## src/rtl/motor_command_frame_parser_macros.svh

```systemverilog
// Assertion macros for the motor command frame parser RTL.
// Expects clk_i and rst_ni in the scope of the including module.
`ifndef MOTOR_COMMAND_FRAME_PARSER_MACROS_SVH
`define MOTOR_COMMAND_FRAME_PARSER_MACROS_SVH

// same-cycle implication
`define MCFP_ASSERT_IMP(lbl, ante, cons) \
  lbl: assert property (@(posedge clk_i) disable iff (!rst_ni) (ante) |-> (cons)) \
    else $error("mcfp assertion failed");

// next-cycle implication
`define MCFP_ASSERT_NXT(lbl, ante, cons) \
  lbl: assert property (@(posedge clk_i) disable iff (!rst_ni) (ante) |=> (cons)) \
    else $error("mcfp assertion failed");

`endif

```

## src/rtl/mcfp_pkg.sv

```systemverilog
// Shared types and constants for the motor command frame parser.
// No dependencies.
`default_nettype none

package mcfp_pkg;

  localparam logic [7:0] HdrByte  = 8'h23;
  localparam logic [7:0] TailByte = 8'h21;
  localparam logic [7:0] AtByte   = 8'h40;
  localparam int unsigned DataLen = 9;
  localparam int unsigned RampBit = 0;

  typedef logic signed [7:0] sbyte_t;

  typedef struct packed {
    sbyte_t [3:0] speed;
    sbyte_t [3:0] angle_vel;
    logic         ramp;
  } held_t;

  typedef struct packed {
    logic  done;
    held_t held;
  } parse_evt_t;

endpackage

`default_nettype wire

```

## src/rtl/mcfp_frame_fsm.sv

```systemverilog
// Frame parser: header/data/tail state machine, data byte store, held values.
// Depends on mcfp_pkg.
`default_nettype none

module mcfp_frame_fsm (
  input  wire logic               clk_i,
  input  wire logic               rst_ni,
  input  wire logic               en_i,
  input  wire logic [7:0]         byte_i,
  output mcfp_pkg::parse_evt_t    evt_o
);
  import mcfp_pkg::*;

  localparam logic [1:0] PhHead = 2'd0;
  localparam logic [1:0] PhData = 2'd1;
  localparam logic [1:0] PhTail = 2'd2;

  logic [1:0] phase_q, phase_d;
  logic [3:0] pos_q, pos_d;
  logic [DataLen-1:0][7:0] frame_q;
  held_t held_q, held_d;
  logic  wr_en;
  logic  take;

  always_comb begin
    phase_d = phase_q;
    pos_d   = pos_q;
    wr_en   = 1'b0;
    take    = 1'b0;
    unique case (phase_q)
      PhHead: begin
        if (byte_i == HdrByte) begin
          pos_d   = 4'd1;
          phase_d = PhData;
        end
      end
      PhData: begin
        if (pos_q >= 4'd1 && pos_q <= 4'(DataLen)) begin
          wr_en = 1'b1;
          pos_d = pos_q + 4'd1;
          if (pos_d > 4'(DataLen)) begin
            phase_d = PhTail;
          end
        end else begin
          phase_d = PhTail;
        end
      end
      PhTail: begin
        take    = (byte_i == TailByte);
        phase_d = PhHead;
      end
      default: begin
        phase_d = PhHead;
      end
    endcase
  end

  always_comb begin
    held_d = held_q;
    if (take) begin
      for (int i = 0; i < 4; i++) begin
        held_d.speed[i]     = sbyte_t'(frame_q[i]);
        held_d.angle_vel[i] = sbyte_t'(frame_q[5 + i]);
      end
      held_d.ramp = frame_q[4][RampBit];
    end
  end

  always_ff @(posedge clk_i or negedge rst_ni) begin
    if (!rst_ni) begin
      phase_q <= PhHead;
      pos_q   <= 4'd0;
      held_q  <= '0;
    end else if (en_i) begin
      phase_q <= phase_d;
      pos_q   <= pos_d;
      held_q  <= held_d;
    end
  end

  always_ff @(posedge clk_i) begin
    for (int i = 0; i < DataLen; i++) begin
      if (en_i && wr_en && pos_q == 4'(i + 1)) begin
        frame_q[i] <= byte_i;
      end
    end
  end

  assign evt_o.done = take;
  assign evt_o.held = held_d;

endmodule

`default_nettype wire

```

## src/rtl/mcfp_seq_detect.sv

```systemverilog
// Detector for the "!@!" encoder reset sequence over a three-byte history.
// Depends on mcfp_pkg.
`default_nettype none

module mcfp_seq_detect (
  input  wire logic       clk_i,
  input  wire logic       rst_ni,
  input  wire logic       en_i,
  input  wire logic [7:0] byte_i,
  output logic            hit_o
);
  import mcfp_pkg::*;

  logic [2:0][7:0] hist_q, hist_w;
  logic [1:0]      slot_q, slot_w, slot_nx, slot_mid;

  always_comb begin
    slot_w          = (slot_q > 2'd2) ? 2'd0 : slot_q;
    hist_w          = hist_q;
    hist_w[slot_w]  = byte_i;
    slot_nx         = (slot_w == 2'd2) ? 2'd0 : slot_w + 2'd1;
    slot_mid        = (slot_nx == 2'd2) ? 2'd0 : slot_nx + 2'd1;
    hit_o = (hist_w[slot_nx] == TailByte) && (hist_w[slot_mid] == AtByte) &&
            (hist_w[slot_w] == TailByte);
  end

  always_ff @(posedge clk_i or negedge rst_ni) begin
    if (!rst_ni) begin
      hist_q <= '0;
      slot_q <= 2'd0;
    end else if (en_i) begin
      if (hit_o) begin
        hist_q <= '0;
        slot_q <= 2'd0;
      end else begin
        hist_q <= hist_w;
        slot_q <= slot_nx;
      end
    end
  end

endmodule

`default_nettype wire

```

## src/rtl/motor_command_frame_parser.sv

```systemverilog
// A byte's result passes through the input register and then the result register.
// Throughput: one byte per cycle while the result register is not stalled; the frame state
// machine and sequence detector each update as the byte leaves the input register.
// Reset: asynchronous, active low; parser waits for a header, history and held values clear.
// Depends on mcfp_pkg, mcfp_frame_fsm, mcfp_seq_detect and the assertion macro header.
`default_nettype none

module motor_command_frame_parser (
  input  wire logic                clk_i,
  input  wire logic                rst_ni,
  input  wire logic                in_valid_i,
  output logic                     in_stall_o,
  input  wire logic [7:0]          rx_byte_i,
  output logic                     out_valid_o,
  input  wire logic                out_stall_i,
  output logic                     frame_done_o,
  output logic                     encoder_reset_o,
  output mcfp_pkg::sbyte_t         speed_a_o,
  output mcfp_pkg::sbyte_t         speed_b_o,
  output mcfp_pkg::sbyte_t         speed_c_o,
  output mcfp_pkg::sbyte_t         speed_d_o,
  output mcfp_pkg::sbyte_t         angle_vel_a_o,
  output mcfp_pkg::sbyte_t         angle_vel_b_o,
  output mcfp_pkg::sbyte_t         angle_vel_c_o,
  output mcfp_pkg::sbyte_t         angle_vel_d_o,
  output logic                     ramp_enable_o
);
  import mcfp_pkg::*;
`include "motor_command_frame_parser_macros.svh"

  logic       in_valid_q;
  logic [7:0] byte_q;
  logic       out_valid_q;
  logic       frame_done_q;
  logic       encoder_reset_q;
  held_t      held_out_q;

  logic       out_free;
  logic       commit;
  logic       has_result;
  logic       seq_hit;
  parse_evt_t evt;

  assign out_free   = !out_valid_q || !out_stall_i;
  assign commit     = in_valid_q && out_free;
  assign in_stall_o = in_valid_q && !out_free;
  assign has_result = commit && (evt.done || seq_hit);

  mcfp_frame_fsm u_fsm (
    .clk_i  (clk_i),
    .rst_ni (rst_ni),
    .en_i   (commit),
    .byte_i (byte_q),
    .evt_o  (evt)
  );

  mcfp_seq_detect u_seq (
    .clk_i  (clk_i),
    .rst_ni (rst_ni),
    .en_i   (commit),
    .byte_i (byte_q),
    .hit_o  (seq_hit)
  );

  always_ff @(posedge clk_i or negedge rst_ni) begin
    if (!rst_ni) begin
      in_valid_q <= 1'b0;
    end else if (!in_stall_o) begin
      in_valid_q <= in_valid_i;
    end
  end

  always_ff @(posedge clk_i) begin
    if (in_valid_i && !in_stall_o) begin
      byte_q <= rx_byte_i;
    end
  end

  always_ff @(posedge clk_i or negedge rst_ni) begin
    if (!rst_ni) begin
      out_valid_q <= 1'b0;
    end else if (out_free) begin
      out_valid_q <= has_result;
    end
  end

  always_ff @(posedge clk_i) begin
    if (has_result) begin
      frame_done_q    <= evt.done;
      encoder_reset_q <= seq_hit;
      held_out_q      <= evt.held;
    end
  end

  assign out_valid_o     = out_valid_q;
  assign frame_done_o    = frame_done_q;
  assign encoder_reset_o = encoder_reset_q;
  assign speed_a_o       = held_out_q.speed[0];
  assign speed_b_o       = held_out_q.speed[1];
  assign speed_c_o       = held_out_q.speed[2];
  assign speed_d_o       = held_out_q.speed[3];
  assign angle_vel_a_o   = held_out_q.angle_vel[0];
  assign angle_vel_b_o   = held_out_q.angle_vel[1];
  assign angle_vel_c_o   = held_out_q.angle_vel[2];
  assign angle_vel_d_o   = held_out_q.angle_vel[3];
  assign ramp_enable_o   = held_out_q.ramp;

  `MCFP_ASSERT_IMP(a_result_has_event, out_valid_q, frame_done_q || encoder_reset_q)
  `MCFP_ASSERT_IMP(a_stall_only_full, in_stall_o, in_valid_q && out_valid_q && out_stall_i)
  `MCFP_ASSERT_NXT(a_drain_clears, out_valid_q && !out_stall_i && !has_result, !out_valid_q)

endmodule

`default_nettype wire

```

## config.mk

```make
export PLATFORM = sky130hd
export DESIGN_NAME = motor_command_frame_parser
export DESIGN_NICKNAME = d
export VERILOG_FILES = /design/src/rtl/mcfp_pkg.sv /design/src/rtl/mcfp_frame_fsm.sv /design/src/rtl/mcfp_seq_detect.sv /design/src/rtl/motor_command_frame_parser.sv
export VERILOG_INCLUDE_DIRS = /design/src /design/src/rtl
export SDC_FILE = /design/constraint.sdc
export NUM_CORES = 1
export LEC_CHECK = 0
export BUFFER_PORTS_ARGS = -buffer_cell sky130_fd_sc_hd__buf_4
export CORE_UTILIZATION = 26
export CTS_CLUSTER_DIAMETER = 150
export CTS_CLUSTER_SIZE = 10
export DETAILED_ROUTE_END_ITERATION = 16
export HOLD_SLACK_MARGIN = 0.05
export SYNTH_ARGS = -nofsm -noshare
export SYNTH_HDL_FRONTEND = slang
export SYNTH_HIERARCHICAL = 1
export SYNTH_SLANG_ARGS = --single-unit
```

## constraint.sdc

```tcl
create_clock -name clk_i -period 7.5 [get_ports clk_i]
set_clock_uncertainty 0.2 [all_clocks]
set_input_delay 1.125 -clock clk_i [delete_from_list [all_inputs] [get_ports clk_i]]
set_output_delay 1.125 -clock clk_i [all_outputs]
set_load 0.05 [all_outputs]
```

==> run summary, run 1 <==
path type of the worst min-delay path: flop to flop
cell mode on critical path: nor4_1
Clk Latency, worst-skew pair: 530 ps
Sink Count: 239
Post-CTS Hold Buffers: 0
post-synthesis net count: 720
outcome: completed
CTS tree: yes
post-DP HPWL: 13.12 mm
CP Class: flop to flop
drt via density: 4.310
RD Place Congestion: 0.8809
Post-synth EDFFs: 140
Clock Path Buffers: 3
antenna viol nets, final: 0
Vias: 5646
Initial Util: 0.2666
Leakage: 5.253 nW
Yosys warning count: 6
nature of the critical path startpoint: flop
initial antenna violation count: 0
WL final: 20.67 mm
area share of the leading cell type in the synthesized netlist: 0.4267
critical path fanouts, max: 67
WP data required: 7450 ps
Synth top cells by count: nand2_1 (207), edfxtp_1 (140), dfrtp_1 (99)
max-cap violations: 0
Critical path buffers and inverters: 1
# port buffers: 80
number of H-tree levels: 1
cts repair resizes: 0
most common cell in the netlist: nand2_1
critical-path cell list: or3_1 > nor4_1 > o2bb2ai_1 > a211o_1 > nor4_1 > o21ai_0 > a21oi_4 > buf_4
CP max stage cell: edfxtp_1
number of global-route vias before repair: 5718
fin. max-slew vios: 0
synth unique cells: 60
final-report hold violation count: 0
Worst path top cell family by delay: simple AND/OR/NAND/NOR gates
Max Freq: 0.2476 GHz
Yosys top cell by area: edfxtp_1
cts bufs inserted: 27
first-pass GRT wire length: 32.83 mm
layout cells sized above 1: 0.2754
register bit count reported by yosys: 239
number of fill cells: 3680
Final setup viols: 0
Core ar.: 0.03696 mm^2
top post-synthesis cells by area: edfxtp_1 (43%), dfrtp_1 (25%), nand2_1 (7.9%)
Peak VDD IR: 0.0001668 V
diode count: 0
Final Critical Period: 4039 ps
Core Util, Final: 0.3185
Seq/Total Area, Yosys: 0.6781
Rows: 70
critical path's largest stage delay: 720 ps
Die ar.: 0.03868 mm^2
fin nets: 807
wire length per cell: 15.78 um
nature of the critical path endpoint: flop
I/O pin count: 81
area grow syn2layout: 19.47%
Synth Instances: 700
RSZ-0062 raised after global routing: no
largest net degree at the start of global routing: 68
gr ovfl total: 0
Post-synth ARST share: 0.4142
1st-iter DRT viols: 302
Synth Flop Type: edfxtp_1
DRT Pass-1 Iters: 5
setup TNS: 0 ps
crit share post-route: 0.5385
Pwr per Cell Area: 272.8 mW/mm^2
Root Buffer: clkbuf_16
Worst-path clk slew: 60 ps
Die W: 196.7 um
drt drc: 0
Synth Cell Area: 0.009853 mm^2
Mean Syn Cell Area: 14.08 um^2
worst-margin pin slew: 1182 ps
normalized max-slew margin: 0.2117
GRT Total Usage: 0.1075
Die Y: 196.7 um
postcts setup bufs: 0
Crit path arrival time: 3990 ps
metal layers:
metal / vias to the layer above / track usage / wire length [um]
li1: 2649 / - / -
met2: 150 / 0.1669 / 9505
met3: 43 / 0.01848 / 915
met1: 2804 / 0.1538 / 9772
met5: - / 0 / 0
met4: 0 / 0.03043 / 477
cells in the final DEF (no fill, tap or decap), types with 5 or more instances in the layout:
cell         n
mux2i_1     15
nand2b_1     5
a21oi_1      7
mux2_4      51
clkbuf_1    20
dfrtp_1     99
nor2b_1      5
and2_1       6
nand2_1    206
nor4_1       5
edfxtp_1   140
clkbuf_16   27
buf_4       88
a21oi_2     11
ha_1         8
mux2_2      27
inv_1       10
logic make-up (layout without fill, tap and decap cells):
family / Yosys count / in the layout / share of synthesized area
XOR/XNOR: 1 / 1 / 0.0008891
multiplexers: 93 / 93 / 0.1238
flip-flops: 239 / 239 / 0.6781
AO/OA/AOI/OAI: 48 / 48 / 0.03797
adder cells (fa/ha/maj): 8 / 8 / 0.01016
AND/OR/NAND/NOR: 269 / 269 / 0.1256
buffers and inverters: 42 / 148 / 0.02349
final cells by class:
class,count,area (um^2),share of cell area
Clock buffer,47,750.7,0.06378
Sequential cell,239,6681,0.5676
Inverter,12,45.04,0.003827
Tap cell,504,630.6,0.05357
Clock inverter,1,20.02,0.001701
Multi-Input combinational cell,419,2983,0.2534
Timing Repair Buffer,88,660.6,0.05612
flip-flops by register name, summed over array words and instances (netlist names), 2 cells and up:
register       count
speed_a_o          8
u_seq/hist_q      24
angle_vel_d_o      8
u_fsm/pos_q        4
speed_b_o          8
angle_vel_c_o      8
speed_c_o          8
u_fsm/held_q      65
u_seq/slot_q       2
angle_vel_b_o      8
speed_d_o          8
u_fsm/phase_q      2
u_fsm/frame_q     65
angle_vel_a_o      8
byte_q             8
per-stage QoR:
step | area [um^2] | power, mW | cells | hold slack [ps] | worst slack (ps)
after floorplan | 9853 | 1.942 | 700 | 279.2 | 1423
after global placement | 11000 | 2.056 | 1262 | 287.3 | 3507
after detailed placement | 11000 | 2.064 | 1262 | 292.6 | 3421
after CTS | 11770 | 3.245 | 1310 | 305.9 | 3426
after global routing | 11770 | 3.352 | 1310 | 315.3 | 3140
final | 11770 | 3.211 | 1310 | 303.7 | 3461
power by group:
part	total, mW	internal, mW	switching, mW	leakage (nW)
Sequential	1.58	1.48	0.101	2.75
Combinational	0.462	0.207	0.255	2.14
Clock	1.17	0.675	0.493	0.366
worst paths after layout:
| kind | start | slack (ps) | cells after the start | to |
|---|---|---|---|---|
| max in group asynchronous | rst_ni | 5480 | 2 | u_fsm/held_q[52]$_DFFE_PN0P_ |
| worst min-delay path | u_fsm/frame_q[31]$_DFFE_PP_ | 300 | 1 | u_fsm/held_q[64]$_DFFE_PN0P_ |
| worst min register to register | u_fsm/frame_q[31]$_DFFE_PP_ | 300 | 1 | u_fsm/held_q[64]$_DFFE_PN0P_ |
| min in group asynchronous | rst_ni | 410 | 1 | u_seq/hist_q[21]$_DFFE_PN0P_ |
| worst max-delay path | byte_q[3]$_DFFE_PP_ | 3460 | 8 | speed_b_o[5]$_DFFE_PP_ |
| worst max register to register | byte_q[3]$_DFFE_PP_ | 3460 | 8 | speed_b_o[5]$_DFFE_PP_ |
No activity file was read; power rests on OpenSTA's default activity.
==> run 2, diff against run 1 <==
--- a/config.mk
+++ b/config.mk
@@ -6,6 +6,7 @@
 export SDC_FILE = /design/constraint.sdc
 export NUM_CORES = 1
 export LEC_CHECK = 0
+export ABC_AREA = 1
 export BUFFER_PORTS_ARGS = -buffer_cell sky130_fd_sc_hd__buf_4
 export CORE_UTILIZATION = 26
 export CTS_CLUSTER_DIAMETER = 150
==> constraint.sdc (replaced) <==
create_clock -name clk_i -period 3.9 [get_ports clk_i]
set_clock_uncertainty 0.2 [all_clocks]
set_input_delay 0.585 -clock clk_i [delete_from_list [all_inputs] [get_ports clk_i]]
set_output_delay 0.585 -clock clk_i [all_outputs]
set_load 0.05 [all_outputs]
==> run summary, run 2 <==
Sink Count: 239 (unchanged)
top post-synthesis cells by area: edfxtp_1 (38%), dfrtp_1 (23%), nand2_1 (13%)
Sw Ratio: 0.3234 (+0.05891)
antenna viol nets, final: 0 (unchanged)
Seq pwr share: 0.441 (-0.052)
Synth Instances: 1186 (+69%)
nature of the critical path endpoint: flop
Synth top cells by count: nand2_1 (375), inv_1 (187), nand3_1 (148)
worst-margin pin slew: 917.9 ps (-264.5 ps)
Leakage: 6.324 nW (+20%)
Compound-Gate Fraction of Synth Area: 0.01383 (-0.02414)
largest family of logic cells by synthesized area: simple AND/OR/NAND/NOR gates
most frequent cells in the layout: nand2_1 (374), inv_1 (185), nand3_1 (148)
fin nets: 1297 (+61%)
crit share post-route: 0.8868 (+0.3483)
layout cells sized above 1: 0.1310 (-0.1445)
Placed Area: 0.01212 mm^2 (+10%)
Seq/Total Area, Yosys: 0.6101 (-0.06795)
post-DP HPWL: 15.67 mm (+19%)
Largest regs: u_fsm/frame_q x65, u_fsm/held_q x65, u_seq/hist_q x24
Finished Cell Area: 0.01300 mm^2 (+10%)
Pwr per Cell Area: 536.3 mW/mm^2 (+97%)
clock share of power: 0.332 (-0.032)
area grow syn2layout: 18.67%
WP data required: 3910 ps (-3540 ps)
Yosys warning count: 6 (unchanged)
normalized max-slew margin: 0.3847 (+0.1730)
fin. max-slew vios: 0 (unchanged)
final-report hold violation count: 0 (unchanged)
drt via density: 4.252 (-1.3%)
Post-synth ARST share: 0.4142 (unchanged)
Core ar.: 0.04120 mm^2 (+11%)
nature of the critical path startpoint: flop
critical-path cell list: inv_1 > ha_1 > inv_2 > nand2_1 > nand2_1 > nor2_2 > nand2_1 > nand2_1 > nand3_1 > nor2_1 > nand3_4 > inv_1 > nor2_1 > nor2_4 > buf_12
number of H-tree levels: 1 (unchanged)
Final setup viols: 0 (unchanged)
Core Util, Final: 0.3154 (-0.003087)
wire length per cell: 13.74 um (-13%)
register bit count reported by yosys: 239 (unchanged)
synth unique cells: 32 (-47%)
cell mode on critical path: nand2_1
critical path's largest stage delay: 560 ps (-160 ps)
initial antenna violation count: 0 (unchanged)
Int Pwr: 4.716 mW (+100%)
RD Place Congestion: 0.8157 (-7.4%)
cts repair resizes: 0 (unchanged)
r2r setup slk: 440 ps (-3020 ps)
Root Buffer: clkbuf_16
post-synthesis net count: 1206 (+68%)
Clk Latency, worst-skew pair: 560 ps (+30 ps)
max-cap violations: 0 (unchanged)
Clock Path Buffers: 3 (unchanged)
DRT Pass-1 Iters: 5 (unchanged)
number of fill cells: 4216 (+15%)
critical path fanouts, max: 67 (unchanged)
Initial Util: 0.2658 (-0.0008118)
gr ovfl total: 0 (unchanged)
largest net degree at the start of global routing: 100 (+47%)
net switching power figure: 2.254 mW (+170%)
post-synthesis simple-gate area fraction: 0.2722 (+0.1466)
# port buffers: 80 (unchanged)
Synth Flop Type: edfxtp_1
Critical path buffers and inverters: 4 (+3)
Rows: 74 (+5.7%)
RSZ-0062 raised after global routing: no
diode count: 0 (unchanged)
CTS tree: yes
Synth Cell Area: 0.01095 mm^2 (+11%)
Final Critical Period: 3459 ps (-580.2 ps)
cts bufs inserted: 27 (unchanged)
1st-iter DRT viols: 551 (+82%)
adder-cell share of the synthesized area: 0.009141 (-0.001018)
I/O pin count: 81 (unchanged)
post-synthesis mux area share: 0 (-0.1238)
area share of the leading cell type in the synthesized netlist: 0.3839 (-0.04275)
Post-synth EDFFs: 140 (unchanged)
path type of the worst min-delay path: input port to flop
Vias: 7782 (+38%)
WL final: 25.14 mm (+22%)
CP max stage cell: ha_1
GRT Total Usage: 0.1188 (+0.01133)
Yosys top cell by area: edfxtp_1
Max Freq: 0.2891 GHz (+17%)
Worst-path clk slew: 60 ps (about the same)
first-pass GRT wire length: 40.90 mm (+25%)
Comb power frac: 0.227 (+0.083)
Die ar.: 0.04294 mm^2 (+11%)
Mean Syn Cell Area: 9.233 um^2 (-34%)
Crit path arrival time: 3470 ps (-520 ps)
CP Class: flop to flop
setup TNS: 0 ps (unchanged)
outcome: completed
drt drc: 0 (unchanged)
Peak VDD IR: 0.0003652 V (+120%)
Post-Synth XOR/XNOR Area: 0 (-0.0008889)
most common cell in the netlist: nand2_1
Die Y: 207.2 um (+5.4%)
Die W: 207.2 um (+5.4%)
commonest non-fill, non-tap cell in the layout: nand2_1
Worst path top cell family by delay: simple AND/OR/NAND/NOR gates
number of global-route vias before repair: 7630 (+33%)
-- run 2: power by group through the flow --
stage / clock [mW] / sequential, mW / combinational [mW]
floorplan: 0 / 3.09 / 1.26
global route: 2.48 / 3.10 / 1.82
finish: 2.31 / 3.08 / 1.58
detailed placement: 0 / 3.12 / 1.57
CTS: 2.38 / 3.08 / 1.58
global placement: 0 / 3.12 / 1.56
-- run 2: through the flow --
stage	hold WS, ps	setup WS [ps]	total power [mW]	instances
after floorplan	89.41	356.9	4.342	1186
after CTS	82.68	416.8	7.039	1830
after detailed placement	264.8	434.6	4.692	1770
after global placement	260.5	526.1	4.684	1770
final	111.7	441.5	6.969	1830
after global routing	119.5	131.0	7.398	1830
-- run 2: path summary, 6_finish.rpt --
check | startpoint | end | cells past startpoint
worst max-delay path | u_seq/slot_q[0]$_DFFE_PN0P_ | angle_vel_c_o[2]$_DFFE_PP_ | 15
worst min-delay path | out_stall_i | in_valid_q$_DFFE_PN0N_ | 3
worst max register to register | u_seq/slot_q[0]$_DFFE_PN0P_ | angle_vel_c_o[2]$_DFFE_PP_ | 15
worst min register to register | u_fsm/held_q[57]$_DFFE_PN0P_ | u_fsm/held_q[57]$_DFFE_PN0P_ | 2
max in group asynchronous | rst_ni | u_fsm/held_q[62]$_DFFE_PN0P_ | 3
min in group asynchronous | rst_ni | u_seq/hist_q[17]$_DFFE_PN0P_ | 3
-- run 2: layout make-up --
class	instances	area (um^2)	area share
multi-input combinational	708	3277	0.2522
clock buffer	49	758.2	0.05835
inverter	191	716.9	0.05517
tap	532	665.6	0.05122
timing repair buffer	110	875.8	0.06740
clock inverter	1	20.02	0.001541
sequential	239	6681	0.5142
-- run 2: cell families after synthesis --
kind of cell,Yosys count
and+or+nand+nor,671
buffers and inverters,239
DFF,239
AOI/OAI and AO/OA,29
adders and majority gates,8
-- run 2: timing repair --
| item | 4_1_cts | 5_1_grt |
|---|---|---|
| setup buffers | 0 | 0 |
| endpoints found under the hold margin | 108 | 0 |
| hold buffers | 10 | 0 |
-- run 2: metal layers --
metal	GRT usage	up-vias	routed length, um
met2	0.1969	169	11780
met4	0.03037	0	505
met3	0.02088	32	1145
met1	0.1603	3682	11700
met5	0	-	0
li1	-	3899	-
-- run 2: worst reg2reg max path, cell delays in order, from the launching register on --
cell	delay, ps
dfrtp_1	390
inv_1	80
ha_1	560
inv_2	160
nand2_1	110
nand2_1	80
nor2_2	130
nand2_1	60
nand2_1	60
nand3_1	70
nor2_1	170
nand3_4	250
inv_1	160
nor2_1	100
nor2_4	130
buf_12	280
==> run 3, diff against run 2 <==
--- a/config.mk
+++ b/config.mk
@@ -7,11 +7,11 @@
 export NUM_CORES = 1
 export LEC_CHECK = 0
 export ABC_AREA = 1
-export BUFFER_PORTS_ARGS = -buffer_cell sky130_fd_sc_hd__buf_4
 export CORE_UTILIZATION = 26
 export CTS_CLUSTER_DIAMETER = 150
 export CTS_CLUSTER_SIZE = 10
 export DETAILED_ROUTE_END_ITERATION = 16
+export DONT_BUFFER_PORTS = 1
 export HOLD_SLACK_MARGIN = 0.05
 export SYNTH_ARGS = -nofsm -noshare
 export SYNTH_HDL_FRONTEND = slang
==> run summary, run 3 (synthesis results as in run 2) <==
Placed Area: 0.01152 mm^2 (-5.0%)
Finished Layout Cells: 1749 (-4.4%)
Multi-input gate area: 0.003277 mm^2 (unchanged)
worst flop-to-flop path endpoint: speed_b_o[2]$_DFFE_PP_
Comb power frac: 0.223 (-0.004)
Peak VDD IR: 0.0003212 V (-12%)
largest net degree at the start of global routing: 100 (unchanged)
Die W: 207.2 um (unchanged)
path type of the worst min-delay path: input port to flop
hold slack: 223.6 ps (+112.0 ps)
CP Class: flop to flop
antenna viol nets, final: 0 (unchanged)
Rows: 74 (unchanged)
Leakage: 5.929 nW (-6.2%)
Crit path arrival time: 3430 ps (-40 ps)
Core Util, Final: 0.3015 (-0.01394)
number of fill cells: 4210 (-0.14%)
Seq pwr share: 0.449 (+0.008)
postcts setup bufs: 0 (unchanged)
Metal-1 WL: 11.99 mm (+2.5%)
RD Place Congestion: 0.8590 (+5.3%)
# port buffers: 0 (-100%)
Finished Cell Area: 0.01242 mm^2 (-4.4%)
Final setup viols: 0 (unchanged)
Post-CTS Hold Buffers: 12 (+2)
Power, Total: 6.913 mW (-0.81%)
number of global-route vias before repair: 7121 (-6.7%)
Initial Util: 0.2658 (unchanged)
nature of the critical path endpoint: flop
diode count: 0 (unchanged)
1st-iter DRT viols: 450 (-18%)
Worst-path clk slew: 60 ps (about the same)
final-report hold violation count: 0 (unchanged)
r2r startpoint: u_seq/slot_q[0]$_DFFE_PN0P_
setup ws final: 495.5 ps (+54.04 ps)
drt drc: 0 (unchanged)
first-pass GRT wire length: 39.74 mm (-2.8%)
Pwr per Cell Area: 556.6 mW/mm^2 (+3.8%)
cts repair resizes: 0 (unchanged)
Largest regs: u_fsm/frame_q x65, u_fsm/held_q x65, u_seq/hist_q x24
setup TNS: 0 ps (unchanged)
number of H-tree levels: 1 (unchanged)
clock share of power: 0.329 (-0.003)
Die Y: 207.2 um (unchanged)
area grow syn2layout: 13.43%
hold_sp: out_stall_i
Int Pwr: 4.692 mW (-0.49%)
gr ovfl total: 0 (unchanged)
Root Buffer: clkbuf_16
GRT Total Usage: 0.1170 (-0.001823)
RSZ-0062 raised after global routing: no
critical path fanouts, max: 21 (-69%)
Max Freq: 0.2937 GHz (+1.6%)
layout cells sized above 1: 0.07477 (-0.05620)
Clk Latency, worst-skew pair: 550 ps (about the same)
fin. max-slew vios: 0 (unchanged)
nature of the critical path startpoint: flop
WP data required: 3920 ps (about the same)
Core ar.: 0.04120 mm^2 (unchanged)
post-DP HPWL: 15.70 mm (+0.16%)
Final Critical Period: 3404 ps (-54.03 ps)
normalized max-slew margin: 0.4019 (+0.01718)
outcome: completed
Worst Hold Endpoint: out_valid_o$_DFFE_PN0P_
DP Cell Count: 1690 (-4.5%)
crit share post-route: 0.8729 (-0.01386)
DRT Pass-1 Iters: 5 (unchanged)
Hold Crit Depth: 2 (-1)
post-place setup slack: 454.0 ps (+19.42 ps)
cts bufs inserted: 27 (unchanged)
r2r worst-path depth: 15 (unchanged)
CTS tree: yes
r2r setup slk: 500 ps (+50 ps)
max-cap violations: 0 (unchanged)
wire length per cell: 14.20 um (+3.4%)
DR WL met2: 11.51 mm (-2.3%)
commonest non-fill, non-tap cell in the layout: nand2_1
Die ar.: 0.04294 mm^2 (unchanged)
Sw Ratio: 0.3212 (-0.002156)
drt via density: 4.281 (+0.66%)
met3 WL post-DR: 900 um (-21%)
most frequent cells in the layout: nand2_1 (374), inv_1 (185), nand3_1 (148)
DR top layer: met4
I/O pin count: 81 (unchanged)
initial antenna violation count: 0 (unchanged)
WL final: 24.84 mm (-1.2%)
net switching power figure: 2.220 mW (-1.5%)
fin nets: 1219 (-6.0%)
Sink Count: 239 (unchanged)
Clock Path Buffers: 3 (unchanged)
worst-margin pin slew: 892.3 ps (-25.63 ps)
Storage cell area: 0.006681 mm^2 (unchanged)
Vias: 7487 (-3.8%)
-- run 3: cell types whose count changed in the layout (fill, tap and decap cells not counted), sizes merged --
cell,change
buf,-79
clkbuf,-3
dlygate4sd3,+1
-- run 3: worst max-delay path, stage by stage (launching register included) --
cell	delay (ps)
dfrtp_1	400
inv_1	80
ha_1	560
inv_2	160
nand2_1	120
nand2_1	80
nor2_2	130
nand3_1	70
nor2_1	120
nor2_1	60
nor2_2	150
nand3_4	250
inv_1	140
nor2_1	90
nor2_4	140
buf_4	300
-- run 3: layout make-up --
type / instances / area share
multi-input cells: 708 / 0.2638
flip-flops and latches: 239 / 0.5379
repair buffers: 32 / 0.02518
clock buffers: 46 / 0.06014
well taps: 532 / 0.05359
clock inverters: 1 / 0.001612
inverters: 191 / 0.05772
-- run 3: power by group through the flow --
stage / clock, mW / combinational [mW] / sequential, mW
after floorplan: 0 / 1.26 / 3.09
after global placement: 0 / 1.48 / 3.14
after detailed placement: 0 / 1.50 / 3.14
after CTS: 2.34 / 1.54 / 3.10
after global routing: 2.46 / 1.78 / 3.13
final: 2.27 / 1.54 / 3.10
-- run 3: worst max-delay path by stage --
| stage | slack [ps] | start | to | depth (start not counted) |
|---|---|---|---|---|
| 2_1_floorplan | 360 | u_seq/slot_q[0]$_DFFE_PN0P_ | angle_vel_a_o[0]$_DFFE_PP_ | 15 |
| 3_3_place_gp | 610 | u_seq/slot_q[0]$_DFFE_PN0P_ | angle_vel_b_o[6]$_DFFE_PP_ | 15 |
| 3_5_place_dp | 450 | u_seq/slot_q[0]$_DFFE_PN0P_ | angle_vel_b_o[6]$_DFFE_PP_ | 15 |
| 4_1_cts | 450 | u_seq/slot_q[0]$_DFFE_PN0P_ | speed_b_o[3]$_DFFE_PP_ | 15 |
| 5_1_grt | 140 | u_seq/slot_q[0]$_DFFE_PN0P_ | speed_b_o[3]$_DFFE_PP_ | 15 |
| 6_report | 500 | u_seq/slot_q[0]$_DFFE_PN0P_ | speed_b_o[2]$_DFFE_PP_ | 15 |
-- run 3: per-layer routing --
metal,up-vias,global-route usage
li1,3738,-
met1,3582,0.1627
met2,130,0.1891
met3,37,0.02118
met4,0,0.02651
met5,-,0
